File: src/hdl/fsx_pkg.sv
// Shared types and constants for the frame sum/XOR checker.
`timescale 1ns / 1ps

package fsx_pkg;

  // Width of the saturating byte counter and its ceiling.
  localparam int unsigned CntW = 9;
  localparam logic [CntW-1:0] CntMax = 9'h1FF;

  // Verdict codes carried on the status field.
  typedef enum logic [2:0] {
    ST_OK        = 3'd0,
    ST_TOO_SHORT = 3'd1,
    ST_LEN_ERR   = 3'd2,
    ST_SUM_ERR   = 3'd3,
    ST_XOR_ERR   = 3'd4
  } status_e;

  // One received byte of a frame.
  typedef struct packed {
    logic [7:0] data;
    logic       last;
  } beat_t;

  // One verdict for a finished frame.
  typedef struct packed {
    status_e    status;
    logic [7:0] command;
    logic [7:0] length;
  } result_t;

endpackage

File: src/hdl/fsx_in_stage.sv
// Input register that holds one accepted byte until the checker takes it.
`timescale 1ns / 1ps

module fsx_in_stage
  import fsx_pkg::*;
(
  input  logic  clk_i,
  input  logic  rst_ni,
  input  logic  in_valid_i,
  output logic  in_ready_o,
  input  beat_t beat_i,
  input  logic  take_i,
  output logic  valid_o,
  output beat_t beat_o
);

  logic  vld_q;
  logic  vld_d;
  beat_t beat_q;
  logic  load;

  // The register can load when it is empty or its beat leaves this cycle.
  assign in_ready_o = !vld_q || take_i;
  assign load       = in_valid_i && in_ready_o;

  always_comb begin
    vld_d = vld_q;
    if (load) begin
      vld_d = 1'b1;
    end else if (take_i) begin
      vld_d = 1'b0;
    end
  end

  always_ff @(posedge clk_i or negedge rst_ni) begin
    if (!rst_ni) begin
      vld_q <= 1'b0;
    end else begin
      vld_q <= vld_d;
    end
  end

  // Payload needs no reset.
  always_ff @(posedge clk_i) begin
    if (load) begin
      beat_q <= beat_i;
    end
  end

  assign valid_o = vld_q;
  assign beat_o  = beat_q;

endmodule

File: src/hdl/fsx_core.sv
// Frame state: header capture, payload sum and XOR, check bytes, verdict.
`timescale 1ns / 1ps

module fsx_core
  import fsx_pkg::*;
(
  input  logic    clk_i,
  input  logic    rst_ni,
  input  logic    fire_i,
  input  beat_t   beat_i,
  output result_t result_o
);

  logic [CntW-1:0] cnt_q, cnt_d;
  logic [7:0]      cmd_q, cmd_d;
  logic [7:0]      len_q, len_d;
  logic [7:0]      sum_q, sum_d;
  logic [7:0]      xor_q, xor_d;
  logic [7:0]      sum_exp_q, sum_exp_d;
  logic [7:0]      xor_exp_q, xor_exp_d;
  logic [CntW:0]   idx;
  logic [CntW:0]   len_ext;
  logic [CntW:0]   cnt_ext;
  status_e         status;

  // Absorb the byte according to its place in the frame.
  always_comb begin
    cmd_d     = cmd_q;
    len_d     = len_q;
    sum_d     = sum_q;
    xor_d     = xor_q;
    sum_exp_d = sum_exp_q;
    xor_exp_d = xor_exp_q;
    idx       = {1'b0, cnt_q};
    len_ext   = {{(CntW-7){1'b0}}, len_q};
    if (cnt_q == CntW'(0)) begin
      cmd_d = beat_i.data;
    end else if (cnt_q == CntW'(1)) begin
      len_d = beat_i.data;
    end else if (idx < len_ext + (CntW+1)'(2)) begin
      sum_d = sum_q + beat_i.data;
      xor_d = xor_q ^ beat_i.data;
    end else if (idx == len_ext + (CntW+1)'(2)) begin
      sum_exp_d = beat_i.data;
    end else if (idx == len_ext + (CntW+1)'(3)) begin
      xor_exp_d = beat_i.data;
    end
    cnt_d = (cnt_q == CntMax) ? cnt_q : cnt_q + CntW'(1);
  end

  // Verdict formed from the state with this byte included.
  assign cnt_ext = {1'b0, cnt_d};

  always_comb begin
    if (cnt_d <= CntW'(2)) begin
      status = ST_TOO_SHORT;
    end else if (cnt_ext < {{(CntW-7){1'b0}}, len_d} + (CntW+1)'(4)) begin
      status = ST_LEN_ERR;
    end else if (sum_d != sum_exp_d) begin
      status = ST_SUM_ERR;
    end else if (xor_d != xor_exp_d) begin
      status = ST_XOR_ERR;
    end else begin
      status = ST_OK;
    end
  end

  assign result_o.status  = status;
  assign result_o.command = cmd_d;
  assign result_o.length  = len_d;

  // State registers; a final byte returns everything to the reset state.
  always_ff @(posedge clk_i or negedge rst_ni) begin
    if (!rst_ni) begin
      cnt_q     <= '0;
      cmd_q     <= '0;
      len_q     <= '0;
      sum_q     <= '0;
      xor_q     <= '0;
      sum_exp_q <= '0;
      xor_exp_q <= '0;
    end else if (fire_i) begin
      if (beat_i.last) begin
        cnt_q     <= '0;
        cmd_q     <= '0;
        len_q     <= '0;
        sum_q     <= '0;
        xor_q     <= '0;
        sum_exp_q <= '0;
        xor_exp_q <= '0;
      end else begin
        cnt_q     <= cnt_d;
        cmd_q     <= cmd_d;
        len_q     <= len_d;
        sum_q     <= sum_d;
        xor_q     <= xor_d;
        sum_exp_q <= sum_exp_d;
        xor_exp_q <= xor_exp_d;
      end
    end
  end

endmodule

File: src/hdl/fsx_out_stage.sv
// Result register that holds one verdict until the consumer takes it.
`timescale 1ns / 1ps

module fsx_out_stage
  import fsx_pkg::*;
(
  input  logic    clk_i,
  input  logic    rst_ni,
  input  logic    load_i,
  input  result_t result_i,
  output logic    can_load_o,
  output logic    out_valid_o,
  input  logic    out_ready_i,
  output result_t result_o
);

  logic    vld_q;
  logic    vld_d;
  result_t res_q;

  // A new verdict may enter when the register is empty or being drained.
  assign can_load_o = !vld_q || out_ready_i;

  always_comb begin
    vld_d = vld_q;
    if (load_i) begin
      vld_d = 1'b1;
    end else if (out_ready_i) begin
      vld_d = 1'b0;
    end
  end

  always_ff @(posedge clk_i or negedge rst_ni) begin
    if (!rst_ni) begin
      vld_q <= 1'b0;
    end else begin
      vld_q <= vld_d;
    end
  end

  always_ff @(posedge clk_i) begin
    if (load_i) begin
      res_q <= result_i;
    end
  end

  assign out_valid_o = vld_q;
  assign result_o    = res_q;

endmodule

File: src/hdl/frame_sum_xor_checker_unit.sv
// Top level of the length-prefixed frame checker with sum and XOR check bytes.
`timescale 1ns / 1ps

// Checks one command frame fed one byte per beat, command byte first, then the
// payload length L, L payload bytes, a sum check byte and an XOR check byte;
// bytes after that are ignored. The beat flagged last yields one verdict
// (too short, length error, sum mismatch, xor mismatch in that priority, else
// ok) with the command code and length byte; other beats yield nothing. The
// block takes one byte per clock cycle unless a last byte waits for a full
// result register. A last byte passes the input register, and its verdict is
// held in the result register until taken. A held verdict stalls only the next
// last byte; ordinary bytes keep flowing into the frame state.

module frame_sum_xor_checker_unit
  import fsx_pkg::*;
(
  input  logic       clk_i,
  input  logic       rst_ni,
  input  logic       in_valid_i,
  output logic       in_ready_o,
  input  logic [7:0] data_byte_i,
  input  logic       last_byte_i,
  output logic       out_valid_o,
  input  logic       out_ready_i,
  output logic [2:0] status_o,
  output logic [7:0] command_code_o,
  output logic [7:0] payload_length_o
);

  beat_t   in_beat;
  beat_t   cur_beat;
  logic    cur_valid;
  logic    out_can_load;
  logic    fire;
  result_t verdict;
  result_t out_res;

  assign in_beat.data = data_byte_i;
  assign in_beat.last = last_byte_i;

  // A byte advances unless it is a last byte and the result register is full.
  assign fire = cur_valid && (!cur_beat.last || out_can_load);

  fsx_in_stage u_in (
    .clk_i      (clk_i),
    .rst_ni     (rst_ni),
    .in_valid_i (in_valid_i),
    .in_ready_o (in_ready_o),
    .beat_i     (in_beat),
    .take_i     (fire),
    .valid_o    (cur_valid),
    .beat_o     (cur_beat)
  );

  fsx_core u_core (
    .clk_i    (clk_i),
    .rst_ni   (rst_ni),
    .fire_i   (fire),
    .beat_i   (cur_beat),
    .result_o (verdict)
  );

  fsx_out_stage u_out (
    .clk_i       (clk_i),
    .rst_ni      (rst_ni),
    .load_i      (fire && cur_beat.last),
    .result_i    (verdict),
    .can_load_o  (out_can_load),
    .out_valid_o (out_valid_o),
    .out_ready_i (out_ready_i),
    .result_o    (out_res)
  );

  assign status_o         = out_res.status;
  assign command_code_o   = out_res.command;
  assign payload_length_o = out_res.length;

endmodule
File: config.mk
export PLATFORM = sky130hd
export DESIGN_NAME = frame_sum_xor_checker_unit
export DESIGN_NICKNAME = d
export VERILOG_FILES = /design/src/hdl/fsx_pkg.sv /design/src/hdl/fsx_in_stage.sv /design/src/hdl/fsx_core.sv /design/src/hdl/fsx_out_stage.sv /design/src/hdl/frame_sum_xor_checker_unit.sv
export SDC_FILE = /design/constraint.sdc
export NUM_CORES = 1
export LEC_CHECK = 0
export BUFFER_PORTS_ARGS = -buffer_cell sky130_fd_sc_hd__buf_2
export CORE_ASPECT_RATIO = 0.9
export CORE_MARGIN = 2
export CORE_UTILIZATION = 45
export CTS_CLUSTER_SIZE = 14
export DETAILED_ROUTE_END_ITERATION = 10
export PLACE_DENSITY = 0.64
export SYNTH_ARGS = -nofsm -noshare
export SYNTH_HDL_FRONTEND = slang
export SYNTH_HIERARCHICAL = 1
export SYNTH_SLANG_ARGS = --single-unit
File: constraint.sdc
create_clock -name clk_i -period 4.5 [get_ports clk_i]
set_clock_uncertainty 0.1 [all_clocks]
set_input_delay 0.45 -clock clk_i [delete_from_list [all_inputs] [get_ports clk_i]]
set_output_delay 0.45 -clock clk_i [all_outputs]
set_load 0.01 [all_outputs]
### After elaboration in Yosys (flattened, before gate mapping)

Index checks and enable logic that the tools add are counted.

* reductions and logical operators: 13
* $add $sub $neg: 5
* order comparisons: 3
* equality and inequality tests: 6
* muxes and demuxes: 33
* bitwise operators: 1

Operator list (count)
* 8-bit two-way mux: 24
* 9-bit by 10-bit equality test with 1-bit output: 2
* 9-bit by 10-bit < comparator with 1-bit output: 2
* 8-bit by 2-bit adder with 9-bit output (second input constant): 2
* 9-bit two-way mux: 2
* 8-bit != test: 2
* 8-bit by 3-bit adder with 9-bit output (second input constant): 1
* 9-bit by 1-bit adder with 9-bit output (second input constant): 1
* 9-bit by 1-bit equality test with 1-bit output (second input constant): 1
* 9-bit equality test (second input constant): 1
* 9-bit by 2-bit less-or-equal comparator with 1-bit output (second input constant): 1
* 9-bit zero test: 1
* 8-bit adder: 1
* 8-bit bitwise XOR: 1
* 1-bit two-way mux: 4
* 2-bit two-way mux: 2
* 2-bit nonzero test: 2
* 1-bit logical AND: 3
* 1-bit zero test: 3
* 1-bit logical OR: 3
* 3-bit two-way mux: 1
* 3-bit OR reduction: 1

* bits in registers: 87
* output and inout port bits: 21
* logic and storage cells: 76

### Depth between registers and ports, before layout

Gate-level depths: netlist (run 1).

* depth in word-level cells: 11
* gate-level depth with buffers: 16
* depth with buffers taken out: 15

### By module

Netlist (run 1), hierarchy kept.

Modules (own cells, without submodules)
* fsx_core: area an instance 4566.9 µm², cells an instance 512, instances 1
* fsx_out_stage: area an instance 618.1 µm², cells an instance 22, instances 1
* fsx_in_stage: area an instance 324.1 µm², cells an instance 13, instances 1
* frame_sum_xor_checker_unit: area an instance 18.8 µm², cells an instance 3, instances 1

### Worst setup path after synthesis (run 1)

Ideal clock, no wire load.

* kind: register to register
* start: reg u_core.len_q[5]
* end: reg u_out.res_q, in the netlist u_out/result_o[16], data pin
* cell stages (with the launch flop): 14
* buffers on the path: 1
* data required time: 4146 ps
* clock period less this slack: 3697 ps
* setup slack: 803 ps
* arrival time: 3343 ps
* cells stage by stage: dfrtp_1 -> clkbuf_1 -> and4_1 -> nand2_1 -> xor2_1 -> ha_1 -> a21o_1 -> a21o_1 -> nor4_1 -> o21ai_0 -> a222oi_1 -> xnor2_1 -> or4b_1 -> a21o_1

* word-level cells in the longest chain between the ends: 9

Ends and longest elaborated chain
* from (decl): line fsx_core.sv:16 `logic [7:0] len_q, len_d;`
* from (signal assigned): line fsx_core.sv:94 `len_q <= len_d;`
* parallel branches: the longest is 8 deep, another holds 9-bit by 10-bit < comparator with 1-bit output
* 2-bit two-way mux (*): line fsx_core.sv:57 `end else if (cnt_ext < {{(CntW-7){1'b0}}, len_d} + (CntW+1)'(4)) begin`
* to (signal assigned): line fsx_out_stage.sv:43 `res_q <= result_i;`
* to (decl): line fsx_out_stage.sv:19 `result_t res_q;`

Every way passes the cells marked *.
A chain may end at the register's enable or synchronous reset.

### Worst setup path in the final report (run 1)

* start: reg u_core.len_q[4]
* end: reg u_out.res_q, in the netlist u_out/result_o[16], data pin

Same word-level chain as after synthesis.

==> impl_metrics.py, run 1 <==
metrics = {
    "power": {
        "swShare_pct": 38.7,
        "seqPwrFrac_pct": 35.0,
        "ir_drop_mv": 0.320,
        "p_clk_share_pct": 22.8,
        "p_int_w": 0.00192,
        "p_sw_w": 0.00122,
        "p_per_area_nw_per_um2": 504,
        "power_leakage_nw": 2.86,
        "p_comb_share_pct": 42.2,
    },
    "worst_setup_path": {
        "regToRegSetupSlack_ns": 0.48,
        "crit_required_ns": 4.51,
        "critPathSlowestCell": "or4b_1",
        "path_delay_family": "simple AND/OR/NAND/NOR gates",
        "start_kind": "register",
        "path_common_cell": "a21o_1",
        "crit_buf_inv": 0,
        "worstPathCellList": "and4_1 > nand2_1 > xor2_1 > ha_1 > a21o_1 > a21o_1 > nor4_1 > nor2_2 > mux2i_1 > xnor2_1 > nand3_1 > or4b_1 > a21o_1",
        "cp_slowest_stage_delay_ns": 0.52,
        "crit_fanout": 8,
        "r2r_end": "u_out/result_o[16]$_DFFE_PP_",
        "critPathKind": "reg2reg",
        "r2r-start": "u_core/len_q[4]$_DFFE_PN0P_",
        "cp.arrival_ns": 4.03,
        "reg2regPathDepth": 13,
        "endpoint_kind": "register",
    },
    "finish": {
        "area_delta_synth_final_pct": 12.8,
        "fin_nets": 631,
        "drive_gt1_share_pct": 16.4,
        "finish.instance_area_um2": 6230,
        "fin_util_pct": 51.8,
        "diodes": 0,
    },
    "floorplanning": {
        "rows": 38,
        "coreArea_um2": 12000,
        "die_h_um": 109,
        "die_width_um": 121,
        "start_util_pct": 46.0,
        "ios": 34,
        "die_area_um2": 13200,
    },
    "sta": {
        "tns_ns": 0,
        "finalCritPeriodShare_pct": 89.3,
        "final-setup-viol-count": 0,
        "maxSlewViolCount": 0,
        "final_hold_viol_count": 0,
        "timing.max_slew.rel_slack_pct": 32.7,
        "rsz0062_at_grt": "false",
        "min_period_ns": 4.02,
        "tightest_slew_ns": 1.00,
        "fmax_mhz": 249,
    },
    "synthesis": {
        "synth_cell_types": 58,
        "syn-instance-count": 550,
        "synth_nets": 596,
        "yosysSeqAreaShare_pct": 41.9,
        "avgSynthCellArea_um2": 10.1,
        "ys_async_sr_fraction_pct": 67.8,
        "synth_flop_cell": "dfrtp_1",
        "synth_edf_count": 28,
        "synth_seq_cells": 87,
        "syn-cell-area_um2": 5530,
        "synth_warnings": 6,
    },
    "place": {
        "placed_area_um2": 5930,
        "place.gp.congestion": 0.955,
        "hpwl_mm": 10.2,
        "io_buffer_count": 33,
    },
    "grt": {
        "grt_usage_pct": 23.2,
        "overflow": 0,
        "antenna_found_initial": 0,
        "grt_pass1_vias": 4357,
        "grt_max_degree": 41,
        "grt_first_pass_wirelength_mm": 23.1,
    },
    "clock_network": {
        "clk_latency_ns": 0.36,
        "cts_sinks": 87,
        "cts_resized": 0,
        "cts-root-buf": "clkbuf_16",
        "cts_tree": "done",
        "numCtsBuffers": 9,
        "cts_buffer_depth": 2,
        "clk_pin_slew_ns": 0.07,
        "htreeDepth": 3,
    },
    "detailed_routing": {
        "drt_wl_total_mm": 14.3,
        "dr.first_iter.drc_count": 477,
        "wl_per_cell_um": 19.0,
        "dr.pass1.iters": 5,
        "antenna_left": 0,
        "drcViolationCount": 0,
        "via_per_inst": 5.98,
        "vias": 4487,
    },
    "status": {
        "status": "completed",
    },
    "job": {
        "cap_viol_max_count": 0,
    },
    "worst_hold_path": {
        "worstHoldPathType": "in2async",
    },
}
[cell usage in the layout (no fill, tap or decap), types with 3 or more instances in the layout]
cell type,instances
edfxtp_1,28
xor2_1,17
dfrtp_1,59
nor3_1,20
buf_2,33
nand3_1,15
o22ai_1,10
nor4_1,4
a211oi_1,4
o21ai_0,13
clkinvlp_4,3
a22o_1,21
and2_1,5
o21a_1,3
mux2_2,9
buf_4,28
nor2_1,16
inv_1,22
o2bb2ai_1,18
nand2b_1,6
a21o_1,16
ha_1,32
nand2_1,43
and3_1,8
a32o_1,5
o221ai_1,3
clkbuf_16,9
xnor2_1,27
nand4_1,5
mux2i_1,26
a21oi_1,41
nor2b_1,3
[sequential cells by signal, summed over array words and instances, names as in the netlist]
register	count
u_out/result_o	19
u_core/cnt_q	9
u_in/beat_o	9
u_core/cmd_q	8
u_core/len_q	8
u_core/sum_exp_q	8
u_core/sum_q	8
u_core/xor_exp_q	8
u_core/xor_q	8
u_in/valid_o	1
u_out/out_valid_o	1
[timing repair]
item | in CTS | in global routing
buffers inserted | 0 | 3
hold buffers | 0 | 0
endpoints found under the setup margin | 0 | 2
[how the worst max path moves through the flow]
stage | startpoint | to | cells after the start
final | u_core/len_q[4]$_DFFE_PN0P_ | u_out/result_o[16]$_DFFE_PP_ | 13
after global routing | u_core/len_q[4]$_DFFE_PN0P_ | u_out/result_o[16]$_DFFE_PP_ | 13
after CTS | u_core/cnt_q[6]$_DFFE_PN0P_ | u_out/result_o[17]$_DFFE_PP_ | 14
after detailed placement | u_core/cnt_q[6]$_DFFE_PN0P_ | u_out/result_o[17]$_DFFE_PP_ | 14
after global placement | u_core/cnt_q[6]$_DFFE_PN0P_ | u_out/result_o[17]$_DFFE_PP_ | 14
after floorplan | u_core/len_q[5]$_DFFE_PN0P_ | u_out/result_o[16]$_DFFE_PP_ | 13
[cells in the mapped netlist, types with 4 or more instances]
cell / instances / share of area [%]
dfrtp_1: 59 / 27
nand2_1: 43 / 2.9
a21oi_1: 41 / 3.7
ha_1: 32 / 7.2
clkbuf_1: 29 / 2.0
edfxtp_1: 28 / 15
xnor2_1: 27 / 4.3
mux2i_1: 26 / 4.7
inv_1: 22 / 1.5
a22o_1: 21 / 3.3
nor3_1: 20 / 1.8
o2bb2ai_1: 18 / 2.9
xor2_1: 17 / 2.7
a21o_1: 16 / 2.2
nor2_1: 16 / 1.1
nand3_1: 15 / 1.4
o21ai_0: 13 / 1.2
o22ai_1: 10 / 1.1
mux2_2: 9 / 1.8
and3_1: 8 / 0.91
nand2b_1: 6 / 0.68
a32o_1: 5 / 0.91
and2_1: 5 / 0.57
nand4_1: 5 / 0.57
a211oi_1: 4 / 0.54
buf_2: 4 / 0.36
nor4_1: 4 / 0.45
[cells by family (layout without fill, tap and decap cells)]
kind of cell | Yosys count | in the layout | synth area share, %
buf+inv | 59 | 99 | 4.23
fa+ha+maj | 33 | 33 | 7.61
flops | 87 | 87 | 41.9
xor+xnor | 44 | 44 | 6.97
simple gates | 144 | 144 | 13.7
mux | 35 | 35 | 6.54
compound gates | 148 | 148 | 19.0
[layer usage]
metal	part of all wire (%)	vias to the layer above	GRT usage (%)	routed length [um]
met5	0	-	0	0
met2	46	173	35.9	6560
li1	-	2085	-	-
met1	45	2196	31.1	6380
met4	2.5	0	8.14	359
met3	6.9	33	7.06	980
[final cells by class]
| class | instances | area, um^2 |
|---|---|---|
| multi-input cells | 404 | 2980 |
| clock inverters | 7 | 57.6 |
| inverters | 22 | 82.6 |
| clock buffers | 9 | 225 |
| flip-flops and latches | 87 | 2320 |
| repair buffers | 61 | 375 |
| fillers | 1108 | 5790 |
| well taps | 160 | 200 |
[power groups by stage]
| stage | Clock, W | Sequential (W) | Combinational, W |
|---|---|---|---|
| floorplan | 0 | 0.00108 | 0.000963 |
| global placement | 0 | 0.00111 | 0.00126 |
| detailed placement | 0 | 0.00111 | 0.00129 |
| CTS | 0.000732 | 0.00110 | 0.00130 |
| global route | 0.000771 | 0.00111 | 0.00147 |
| finish | 0.000715 | 0.00110 | 0.00132 |
[metrics by stage]
stage	power [W]	setup slack (ns)	cells	hold slack (ns)
floorplan	0.00204	0.803	550	0.0544
global placement	0.00236	0.377	731	0.382
detailed placement	0.00240	0.234	731	0.381
CTS	0.00313	0.219	747	0.124
global route	0.00335	0.211	750	0.141
finish	0.00314	0.482	750	0.0823
Note: power is estimated with default switching activity, not from simulation.
==> inputs of run 2 (changes only) <==
--- a/config.mk
+++ b/config.mk
@@ -8,10 +8,11 @@
 export BUFFER_PORTS_ARGS = -buffer_cell sky130_fd_sc_hd__buf_2
 export CORE_ASPECT_RATIO = 0.9
 export CORE_MARGIN = 2
-export CORE_UTILIZATION = 45
+export CORE_UTILIZATION = 62
 export CTS_CLUSTER_SIZE = 14
 export DETAILED_ROUTE_END_ITERATION = 10
-export PLACE_DENSITY = 0.64
+export PLACE_DENSITY = 0.83
+export SKIP_LAST_GASP = 1
 export SYNTH_ARGS = -nofsm -noshare
 export SYNTH_HDL_FRONTEND = slang
 export SYNTH_HIERARCHICAL = 1
==> impl_metrics.py, run 2 (same netlist as run 1, synthesis figures left out) <==
metrics = {
    "power": {
        "power_leakage_nw": 2.81,
        "p_int_w": 0.00180,
        "p_per_area_nw_per_um2": 488,
        "swShare_pct": 39.3,
        "p_comb_share_pct": 44.3,
        "seqPwrFrac_pct": 37.0,
        "p_clk_share_pct": 18.7,
        "ir_drop_mv": 0.272,
        "p_sw_w": 0.00117,
    },
    "clock_network": {
        "numCtsBuffers": 9,
        "cts-root-buf": "clkbuf_8",
        "cts_sinks": 87,
        "cts_resized": 0,
        "cts_buffer_depth": 2,
        "clk_latency_ns": 0.37,
        "htreeDepth": 3,
        "clk_pin_slew_ns": 0.09,
        "cts_tree": "done",
    },
    "worst_setup_path": {
        "regToRegSetupSlack_ns": 0.45,
        "cp.arrival_ns": 4.03,
        "start_kind": "register",
        "endpoint_kind": "register",
        "r2r-start": "u_core/len_q[2]$_DFFE_PN0P_",
        "critPathKind": "reg2reg",
        "reg2regPathDepth": 13,
        "r2r_end": "u_out/result_o[17]$_DFFE_PP_",
        "crit_required_ns": 4.47,
        "crit_fanout": 10,
    },
    "floorplanning": {
        "die_h_um": 93.6,
        "die_area_um2": 9690,
        "ios": 34,
        "rows": 32,
        "start_util_pct": 64.2,
        "coreArea_um2": 8610,
        "die_width_um": 104,
    },
    "detailed_routing": {
        "drcViolationCount": 0,
        "vias": 4499,
        "dr.pass1.iters": 5,
        "via_per_inst": 6.38,
        "drt_wl_total_mm": 13.6,
        "dr.first_iter.drc_count": 365,
        "antenna_left": 0,
        "wl_per_cell_um": 19.3,
    },
    "finish": {
        "final_cell_mix": "dfrtp_1 (59), nand2_1 (43), a21oi_1 (41), buf_2 (33), ha_1 (32)",
        "final_common_cell": "dfrtp_1",
        "seq_area_um2": 2320,
        "drive_gt1_share_pct": 15.5,
        "fin_nets": 627,
        "finalNonFillerCells": 705,
        "area_delta_synth_final_pct": 9.80,
        "largest_register_ffs": 19,
        "fill_cells": 637,
        "multi_input_comb_area_um2": 2980,
        "diodes": 0,
        "finish.instance_area_um2": 6070,
        "fin_util_pct": 70.5,
    },
    "grt": {
        "grt_first_pass_wirelength_mm": 22.1,
        "grt_usage_pct": 29.1,
        "antenna_found_initial": 0,
        "grt_max_degree": 48,
        "overflow": 0,
        "grt_pass1_vias": 4512,
    },
    "sta": {
        "fmax_mhz": 247,
        "finalCritPeriodShare_pct": 90.1,
        "maxSlewViolCount": 0,
        "tightest_slew_ns": 1.01,
        "tns_ns": 0,
        "min_period_ns": 4.05,
        "hold_ws_ns": 0.153,
        "timing.max_slew.rel_slack_pct": 32.2,
        "final_hold_viol_count": 0,
        "rsz0062_at_grt": "false",
        "final-setup-viol-count": 0,
    },
    "place": {
        "io_buffer_count": 33,
        "placed_area_um2": 5840,
        "dp_cells": 685,
        "hpwl_mm": 9.72,
        "place.gp.congestion": 0.982,
    },
    "worst_hold_path": {
        "min_path_cells": 1,
        "worstHoldPathType": "in2reg",
        "hold_path_end": "u_in/beat_o[4]$_DFFE_PP_",
        "holdCritStartpoint": "data_byte_i[3]",
    },
    "status": {
        "status": "completed",
    },
    "job": {
        "cap_viol_max_count": 0,
    },
}
-- run 2: cell types whose count changed in the layout (fill, tap and decap cells not counted), sizes merged --
| cell | before | now |
|---|---|---|
| bufinv | 0 | 1 |
| dlygate4sd3 | 0 | 1 |
| buf | 61 | 56 |
| clkinvlp | 3 | 1 |
| clkbuf | 9 | 10 |
-- run 2: metrics by stage --
step,power (W),setup slack (ns)
floorplan,0.00204,0.803
global placement,0.00232,0.360
detailed placement,0.00238,0.241
CTS,0.00294,0.217
global route,0.00314,0.230
finish,0.00296,0.448
-- run 2: worst max path at each step --
stage / cells past startpoint / from / slack, ns / to
2_1_floorplan: 13 / u_core/len_q[5]$_DFFE_PN0P_ / 0.80 / u_out/result_o[16]$_DFFE_PP_
3_3_place_gp: 15 / u_core/cnt_q[0]$_DFFE_PN0P_ / 0.36 / u_out/result_o[17]$_DFFE_PP_
3_5_place_dp: 14 / u_core/cnt_q[6]$_DFFE_PN0P_ / 0.24 / u_out/result_o[17]$_DFFE_PP_
4_1_cts: 14 / u_core/cnt_q[6]$_DFFE_PN0P_ / 0.22 / u_out/result_o[17]$_DFFE_PP_
5_1_grt: 13 / u_core/len_q[2]$_DFFE_PN0P_ / 0.23 / u_out/result_o[16]$_DFFE_PP_
6_report: 13 / u_core/len_q[2]$_DFFE_PN0P_ / 0.45 / u_out/result_o[17]$_DFFE_PP_
-- run 2: what timing repair did --
item / CTS / global route
setup buffers: 0 / 3
endpoints found under the hold margin: 14 / 0
hold buffers: 1 / 0
setup endpoints to repair: 0 / 2
-- run 2: final cells by class --
class / instances / share of cell area (%)
Clock buffer: 10 / 2.10
Clock inverter: 6 / 1.13
Inverter: 22 / 1.36
Multi-Input combinational cell: 404 / 49.0
Sequential cell: 87 / 38.2
Tap cell: 119 / 2.45
Timing Repair Buffer: 57 / 5.73
-- run 2: routing by layer --
layer | up-vias | global-route usage (%) | wire length (um)
met5 | - | 0 | 0
met4 | 0 | 13.0 | 340
met3 | 35 | 5.71 | 1110
met2 | 241 | 48.8 | 6560
met1 | 2147 | 37.1 | 5590
li1 | 2076 | - | -
-- run 2: critical path: stages, from the launching register on --
cell and delay [ns]:
dfrtp_1 0.52, ha_1 0.23, nand2_1 0.07, xor2_1 0.15, ha_1 0.29, a21o_1 0.19, a21o_1 0.20, nor4_1 0.51
o21ai_0 0.24, a222oi_1 0.48, xnor2_1 0.19, nand3b_1 0.09, or3_1 0.34, nor2b_1 0.16
-- run 2: power by group through the flow --
stage / clock (W) / combinational [W] / sequential [W]
3_5_place_dp: 0 / 0.00127 / 0.00111
3_3_place_gp: 0 / 0.00122 / 0.00110
6_report: 0.000554 / 0.00131 / 0.00110
4_1_cts: 0.000561 / 0.00128 / 0.00109
5_1_grt: 0.000592 / 0.00144 / 0.00111
2_1_floorplan: 0 / 0.000963 / 0.00108
==> inputs of run 3 (changes only) <==
--- a/config.mk
+++ b/config.mk
@@ -5,6 +5,7 @@
 export SDC_FILE = /design/constraint.sdc
 export NUM_CORES = 1
 export LEC_CHECK = 0
+export ABC_AREA = 1
 export BUFFER_PORTS_ARGS = -buffer_cell sky130_fd_sc_hd__buf_2
 export CORE_ASPECT_RATIO = 0.9
 export CORE_MARGIN = 2
==> impl_metrics.py, run 3 <==
metrics = {
    "status": {
        "status": "completed",
    },
    "worst_setup_path": {
        "critPathLaunch": "u_core/cnt_q[1]$_DFFE_PN0P_",
        "path_delay_family": "simple AND/OR/NAND/NOR gates",
        "cp.arrival_ns": 4.02,
        "endpoint_kind": "register",
        "crit_required_ns": 4.51,
        "crit_fanout": 16,
        "worstPathCellList": "inv_1 > ha_1 > inv_1 > nor2_1 > nand2_1 > nor2_1 > nand2_2 > o21ai_0 > inv_1 > ha_1 > nand2_1 > nor2_1 > xor2_1 > ha_1 > a21oi_1 > nor2_1 > a2111oi_0 > nand2_1 > nand2_1 > nand2_1",
        "r2r-start": "u_core/cnt_q[1]$_DFFE_PN0P_",
        "critPathSlowestCell": "dfrtp_1",
        "critPathKind": "reg2reg",
        "start_kind": "register",
        "regToRegSetupSlack_ns": 0.49,
        "crit_buf_inv": 3,
        "cp_slowest_stage_delay_ns": 0.45,
        "path_common_cell": "nand2_1",
    },
    "synthesis": {
        "synthTopCellsByArea": "dfrtp_1 (26%), edfxtp_1 (15%), nand2_1 (13%)",
        "synth.most_common_cell": "nand2_1",
        "ys_async_sr_fraction_pct": 67.8,
        "avgSynthCellArea_um2": 7.50,
        "synth-compound-area-share_pct": 11.4,
        "synth_area_leader_cell": "dfrtp_1",
        "synth_nets": 811,
        "syn-cell-area_um2": 5740,
        "synthSimpleGateAreaFrac_pct": 27.1,
        "synth_cell_types": 37,
        "synthMuxAreaShare_pct": 0,
        "synth_warnings": 6,
        "synth.top_cell.area_share_pct": 25.7,
        "synth_seq_cells": 87,
        "synth_adder_area_share_pct": 7.33,
        "synth_edf_count": 28,
        "syn-instance-count": 765,
        "yosysSeqAreaShare_pct": 40.4,
        "synth_top_cells_by_count": "nand2_1 (199), inv_1 (132), nand3_1 (61), dfrtp_1 (59)",
        "synth_flop_cell": "dfrtp_1",
        "synth-xor-area-share_pct": 3.36,
        "synth_top_family_by_area": "simple AND/OR/NAND/NOR gates",
    },
    "sta": {
        "hold_ws_ns": 0.165,
        "maxSlewViolCount": 0,
        "final_hold_viol_count": 0,
        "rsz0062_at_grt": "false",
        "fmax_mhz": 249,
        "min_period_ns": 4.01,
        "tns_ns": 0,
        "timing.max_slew.rel_slack_pct": 40.6,
        "finalCritPeriodShare_pct": 89.1,
        "final-setup-viol-count": 0,
        "tightest_slew_ns": 0.890,
    },
    "clock_network": {
        "clk_pin_slew_ns": 0.09,
        "numCtsBuffers": 9,
        "clk_latency_ns": 0.35,
        "htreeDepth": 3,
        "cts-root-buf": "clkbuf_8",
        "cts_tree": "done",
        "cts_sinks": 87,
        "cts_buffer_depth": 2,
        "postCtsSetupBuffers": 0,
    },
    "detailed_routing": {
        "wl_per_cell_um": 16.3,
        "dr.pass1.iters": 8,
        "drcViolationCount": 0,
        "antenna_left": 0,
        "vias": 5301,
        "via_per_inst": 5.72,
        "dr.first_iter.drc_count": 472,
        "drt_wl_total_mm": 15.1,
    },
    "finish": {
        "diodes": 0,
        "final_common_cell": "nand2_1",
        "area_delta_synth_final_pct": 9.16,
        "drive_gt1_share_pct": 11.2,
        "final_cell_mix": "nand2_1 (198), inv_1 (131), nand3_1 (61), dfrtp_1 (59)",
        "largest_register_ffs": 19,
        "fill_cells": 749,
        "finalNonFillerCells": 926,
        "fin_nets": 845,
    },
    "power": {
        "p_total_w": 0.00339,
        "ir_drop_mv": 0.356,
        "power_leakage_nw": 3.24,
        "p_per_area_nw_per_um2": 541,
    },
    "grt": {
        "grt_use_met1_pct": 42.1,
        "use_met3_pct": 5.33,
        "overflow": 0,
        "grt_first_pass_wirelength_mm": 24.6,
        "grt_use_met2_pct": 52.8,
        "antenna_found_initial": 0,
        "grt_busiest_layer": "met2",
        "grt_pass1_vias": 5050,
        "grt_max_degree": 58,
        "grt_usage_pct": 31.7,
    },
    "floorplanning": {
        "rows": 33,
        "coreArea_um2": 9040,
        "die_h_um": 95.3,
        "start_util_pct": 63.5,
        "die_area_um2": 10000,
        "ios": 34,
        "die_width_um": 105,
    },
    "worst_hold_path": {
        "holdCritStartpoint": "data_byte_i[7]",
        "worstHoldPathType": "in2reg",
    },
    "place": {
        "place.gp.congestion": 0.976,
        "hpwl_mm": 11.1,
        "dp_cells": 909,
        "io_buffer_count": 33,
    },
    "job": {
        "cap_viol_max_count": 0,
    },
}
-- run 3: cell count changes after synthesis, sizes merged, moves of 13 or more --
cell | before | now
o21ai | 14 | 44
a21oi | 41 | 21
a21o | 16 | 0
o22ai | 10 | 44
nand3 | 15 | 64
mux2i | 26 | 0
clkbuf | 29 | 11
a22o | 21 | 0
o2bb2ai | 18 | 0
nand2 | 43 | 207
xnor2 | 27 | 7
inv | 22 | 136
nor3 | 20 | 7
nor2 | 17 | 56
-- run 3: timing repair --
item,4_1_cts,5_1_grt
hold buffers,1,0
endpoints found under the setup margin,0,3
gates resized for setup,0,1
endpoints found under the hold margin,2,0
-- run 3: metrics by stage --
step	utilization [%]	area, um^2	worst slack, ns
after global routing	69.3	6260	0.0656
after global placement	66.7	6030	0.673
final	69.3	6260	0.489
after floorplan	-	5740	1.12
after CTS	69.2	6260	0.438
after detailed placement	66.7	6030	0.461
-- run 3: per-layer routing --
layer	routed length (um)	part of all wire, %
met1	6290	42
met2	7010	47
met3	1340	8.9
met4	427	2.8
met5	0	0
-- run 3: report_power, final --
group	total [W]	internal, W	switching [W]
Combinational	0.00169	0.000559	0.00113
Clock	0.000603	0.000315	0.000288
Sequential	0.00110	0.000988	0.000112
Total	0.00339	0.00186	0.00153
-- run 3: final cells by class --
class                           count  area (um^2)  share of cell area [%]
Clock buffer                        9          124                    1.98
Tap cell                          122          153                    2.44
Multi-Input combinational cell    524         2840                    45.3
Inverter                          136          510                    8.15
Timing Repair Buffer               41          228                    3.64
Sequential cell                    87         2320                    37.0
Clock inverter                      7         95.1                    1.52
-- run 3: logic make-up (layout without fill, tap and decap cells) --
logic type,count (synthesis),after routing
XOR/XNOR,22,22
adder cells (fa/ha/maj),33,33
AND/OR/NAND/NOR,354,354
flip-flops,87,87
buffers and inverters,154,193
AO/OA/AOI/OAI,115,115
-- run 3: worst paths after layout --
path,end,cells past startpoint
max in group asynchronous,u_core/cnt_q[0]$_DFFE_PN0P_,3
hold reg to reg,u_core/sum_q[4]$_DFFE_PN0P_,2
min in group asynchronous,u_core/cmd_q[6]$_DFFE_PN0P_,2
setup reg to reg,u_out/result_o[16]$_DFFE_PP_,20
hold / removal,u_in/beat_o[8]$_DFFE_PP_,1
setup / recovery,u_out/result_o[16]$_DFFE_PP_,20
